--- config.mk ---
export PLATFORM = sky130hd
export DESIGN_NAME = fbt_in_reg
export DESIGN_NICKNAME = d
export VERILOG_FILES = /design/src/sv/fbt_pkg.sv /design/src/sv/fbt_in_reg.sv
export SDC_FILE = /design/constraint.sdc
export NUM_CORES = 1
export LEC_CHECK = 0
export ABC_AREA = 0
export ABC_CLOCK_PERIOD_IN_PS = 1400
export BUFFER_PORTS_ARGS = -buffer_cell sky130_fd_sc_hd__buf_4
export CAP_MARGIN = 20
export CELL_PAD_IN_SITES_DETAIL_PLACEMENT = 0
export CELL_PAD_IN_SITES_GLOBAL_PLACEMENT = 1
export CORE_MARGIN = 1
export CORE_UTILIZATION = 30
export CTS_BUF_LIST = sky130_fd_sc_hd__clkbuf_4 sky130_fd_sc_hd__clkbuf_8
export CTS_CLUSTER_SIZE = 30
export DETAILED_ROUTE_END_ITERATION = 10
export GPL_TIMING_DRIVEN = 0
export PLACE_DENSITY_LB_ADDON = 0.1
export SLEW_MARGIN = 40
export SYNTH_ARGS = -nofsm -noshare
export SYNTH_HDL_FRONTEND = slang
export SYNTH_SLANG_ARGS = --single-unit
--- constraint.sdc ---
create_clock -name clock -period 1.4 [get_ports clock]
set_input_delay 0.07 -clock clock [delete_from_list [all_inputs] [get_ports clock]]
set_output_delay 0.07 -clock clock [all_outputs]
set_load 0.02 [all_outputs]
--- src/sv/fbt_pkg.sv ---
// Shared types and constants for the flow bulk tracker.
`default_nettype none

package fbt_pkg;

   // Field widths
   localparam int TIME_BITS  = 48;
   localparam int LEN_W      = 16;
   localparam int CNT_W      = 32;
   localparam int TOT_W      = 48;
   localparam int PKT_W      = 8;
   localparam int GAP_W      = 32;

   // Stream and register port widths
   localparam int REQ_DATA_W = ((LEN_W + TIME_BITS + 7) / 8) * 8;
   localparam int REQ_USER_W = 2;
   localparam int RSP_DATA_W = 320;
   localparam int RSP_USER_W = 1;
   localparam int CSR_IDX_W  = 1;
   localparam int CSR_DATA_W = 32;

   // Register defaults
   localparam logic [GAP_W-1:0] GAP_RESET = GAP_W'(1000000);
   localparam logic [PKT_W-1:0] MIN_RESET = PKT_W'(4);

   typedef enum logic [CSR_IDX_W-1:0] {
      CSR_BULK_GAP = 1'b0,
      CSR_BULK_MIN = 1'b1
   } csr_index_type;

   typedef enum logic {
      CMD_ADD      = 1'b0,
      CMD_NEW_FLOW = 1'b1
   } command_type;

   typedef struct packed {
      command_type           command;
      logic                  from_server;
      logic [LEN_W-1:0]      payload_len;
      logic [TIME_BITS-1:0]  arrival_us;
   } packet_type;

   typedef struct packed {
      logic [GAP_W-1:0] bulk_gap_us;
      logic [PKT_W-1:0] bulk_min_packets;
   } cfg_type;

   typedef struct packed {
      logic [CNT_W-1:0] bulks;
      logic [CNT_W-1:0] packets;
      logic [TOT_W-1:0] bytes;
      logic [TOT_W-1:0] time_us;
   } totals_type;

   typedef struct packed {
      logic                 cand_open;
      logic [TIME_BITS-1:0] cand_start_us;
      logic [TIME_BITS-1:0] bulk_last_us;
      logic [CNT_W-1:0]     cand_bytes;
      logic [PKT_W-1:0]     cand_packets;
      totals_type           totals;
   } dir_state_type;

   typedef struct packed {
      totals_type fwd;
      totals_type bwd;
      logic       in_bulk;
   } result_type;

endpackage

`default_nettype wire

--- src/sv/fbt_in_reg.sv ---
// Input register stage that holds one packet transaction until the core takes it.
`default_nettype none

module fbt_in_reg (
   input  wire logic                clock,
   input  wire logic                reset,
   input  wire logic                in_valid,
   output logic                     in_ready,
   input  wire fbt_pkg::packet_type in_pkt,
   output logic                     out_valid,
   input  wire logic                out_take,
   output fbt_pkg::packet_type      out_pkt
);

   logic                valid_ff;
   logic                valid_in;
   fbt_pkg::packet_type pkt_ff;

   // Accept whenever the slot is empty or drains this cycle
   assign in_ready  = !valid_ff || out_take;
   assign valid_in  = in_valid || (valid_ff && !out_take);
   assign out_valid = valid_ff;
   assign out_pkt   = pkt_ff;

   always_ff @(posedge clock) begin
      if (reset) begin
         valid_ff <= 1'b0;
      end else begin
         valid_ff <= in_ready ? in_valid : valid_in;
      end
   end

   // Load payload on every accepted transaction
   always_ff @(posedge clock) begin
      if (in_valid && in_ready) begin
         pkt_ff <= in_pkt;
      end
   end

endmodule

`default_nettype wire

==> flow_summary.yaml <==
synthesis:
  synth.avg_cell_area_sq_um: 28.7
  synthesis_warning_total: 0
  postSynthCellCount: 71
  yosysSeqAreaShare_pct: 98.3
  synth_fp_nets: 141
  ys_types: 6
  synth-seq-cells: 67
  synth.cell_area_sq_mm: 0.00204
route:
  drt-total-wl_mm: 5.09
  remaining_drc_errors: 10
  drt.antenna.violating_nets: 0
  dr.pass1.iters: 11
  first_iter_violations: 64
  via_per_inst: 4.09
  detailroute.via_count: 1515
  wire_per_inst_um: 13.7
clocking:
  clock_sinks: 67
  cts_tree: "built"
  cts_inserted_buffers: 9
  clock_tree.root_cell: "sky130_fd_sc_hd__clkbuf_8"
  clock_latency_ps: 330
  register_clock_pin_slew_on_the_reported_worst_setup_and_hold_paths_ps: 60
  number_of_buffers_on_the_longest_clock_path: 2
  cts.htree.levels: 3
cells_and_area:
  register_cell_area_after_layout_sq_mm: 0.00201
  insertedDiodeCount: 0
  final_layout_size_suffix_gt1_share_pct: 53.6
  multiInputGateArea_sq_um: 40.0
  area.growth.synth_to_final_pct: 98.6
  fin_area_sq_mm: 0.00405
  net_total_in_the_final_layout: 358
  fill_cells: 482
setup_path:
  timing.critical_path.from_type: "flip-flop"
  critPathCaptureType: "flip-flop"
  critical_path.top_delay_family: "simple AND/OR/NAND/NOR gates"
  cp_slowest_cell: "sky130_fd_sc_hd__and2_4"
  cp.arrival_ps: 1230
  critPathMaxStageDelay_ps: 450
  timing.critical_path.fanout_max: 33
  critPathKind: "reg2reg"
  critPathBufInv: 0
  cell_chain_critical_path: "nand2b_4 > and2_4"
  cp.required_ps: 1370
worst_hold_path:
  hold_class: "in2reg"
job:
  maxCapViolations: 0
sta:
  hold_violations: 0
  setup_repair_after_global_routing_missed_its_margin: "false"
  post_layout_minimum_cycle_time_ps: 1260
  setup_tns_ps: 0
  fin_worst_skew_ps: 8.30
  timing.final.setup_violations: 0
  max-slew-margin-rel_pct: 69.6
  worst_pin_slew_ps: 456
  fmax_mhz: 795
  timing.final.crit_share_pct: 89.9
  finalMaxSlewViolations: 0
grt:
  grt_antenna_before_repair: 0
  grt_use_total_pct: 15.1
  grt_max_degree: 34
  grt_first_pass_wirelength_mm: 7.94
  grt_pass1_vias: 1653
  globalRouteOverflowTotal: 0
status:
  run_status: "finished with violations"
  violations: "DRC"
power_and_ir_drop:
  power.density_cell_area_mw_per_mm2: 1130
  irDropWorstVdd_mv: 0.920
  power_leakage_nw: 1.72
die:
  die-width_um: 84.4
  floorplan.die_area_sq_mm: 0.00712
  coreArea_sq_mm: 0.00646
  initial_core_util_pct: 31.5
  ioPinCount: 138
  fp-row-count: 29
  chipHeight_um: 84.4
place:
  post_dp_cell_area_sq_mm: 0.00317
  portBuffers: 137
  gpl.final_weighted_congestion: 0.711
layout by cell type (no fill, tap or decap), drive strengths merged:
| master | Yosys | routed |
|---|---|---|
| inv | 1 | 1 |
| edfxtp | 66 | 66 |
| and2 | 1 | 2 |
| clkinv | 0 | 3 |
| nand2b | 1 | 1 |
| bufinv | 0 | 1 |
| buf | 0 | 137 |
| dlygate4sd3 | 0 | 68 |
| a21oi | 1 | 1 |
| clkbuf | 0 | 12 |
| dfxtp | 1 | 1 |
flip-flops by register name, indices dropped and copies added, names as in the netlist:
signal and cells:
out_valid 1, out_pkt 66
final cells by class:
class,count,area share (%)
Multi-Input combinational cell,4,0.990
Sequential cell,67,49.6
Clock inverter,4,1.08
Clock buffer,12,3.62
Inverter,1,0.0928
Tap cell,77,2.38
Timing Repair Buffer,205,42.3
kinds of logic (layout without fill, tap and decap cells):
logic type             after synthesis  after routing  synth area share, %
flip-flops                          67             67                 98.3
AO/OA/AOI/OAI                        1              1                0.430
AND/OR/NAND/NOR                      2              3                 1.11
buffers and inverters                1            222                0.184
power breakdown:
part / switching (mW) / total [mW] / internal, mW
logic: 0.295 / 0.680 / 0.384
clock network: 0.661 / 1.53 / 0.871
registers: 0.0337 / 2.38 / 2.34
layer usage:
metal	track usage, %	vias up	wire length [um]
li1	-	718	-
met1	16.6	695	1940
met2	26.7	91	2570
met3	5.41	11	502
met4	6.47	0	83
met5	0	-	0
repair_timing:
| item | in CTS | in global routing |
|---|---|---|
| endpoints found under the setup margin | 66 | 0 |
| hold buffers | 68 | 0 |
| resized for setup | 1 | 0 |
| setup buffers | 0 | 0 |
| hold endpoints to repair | 67 | 0 |
stage by stage:
step / util, % / power [mW] / setup WS, ps / hold WS, ps / cells
2_1_floorplan: - / 2.61 / -21.8 / 123 / 71
3_3_place_gp: 49.0 / 2.93 / -75.6 / 216 / 285
3_5_place_dp: 49.0 / 2.94 / -130 / 221 / 285
4_1_cts: 62.6 / 4.64 / 118 / 364 / 370
5_1_grt: 62.6 / 4.78 / 82.2 / 371 / 370
6_report: 62.6 / 4.59 / 142 / 367 / 370
worst paths after layout:
check             from           to  slack, ps  cells past startpoint
max          out_valid   out_pkt[5]        140                      2
min           in_valid  out_pkt[59]        370                      2
min reg2reg  out_valid  out_pkt[59]        960                      2
max reg2reg  out_valid   out_pkt[5]        140                      2
synthesized netlist by cell type, drive strengths merged:
| master | count | share of area, % |
|---|---|---|
| edfxtp | 66 | 97 |
| dfxtp | 1 | 0.98 |
| nand2b | 1 | 0.68 |
| inv | 1 | 0.18 |
| a21oi | 1 | 0.43 |
| and2 | 1 | 0.43 |
Note: power is estimated with default switching activity, not from simulation.
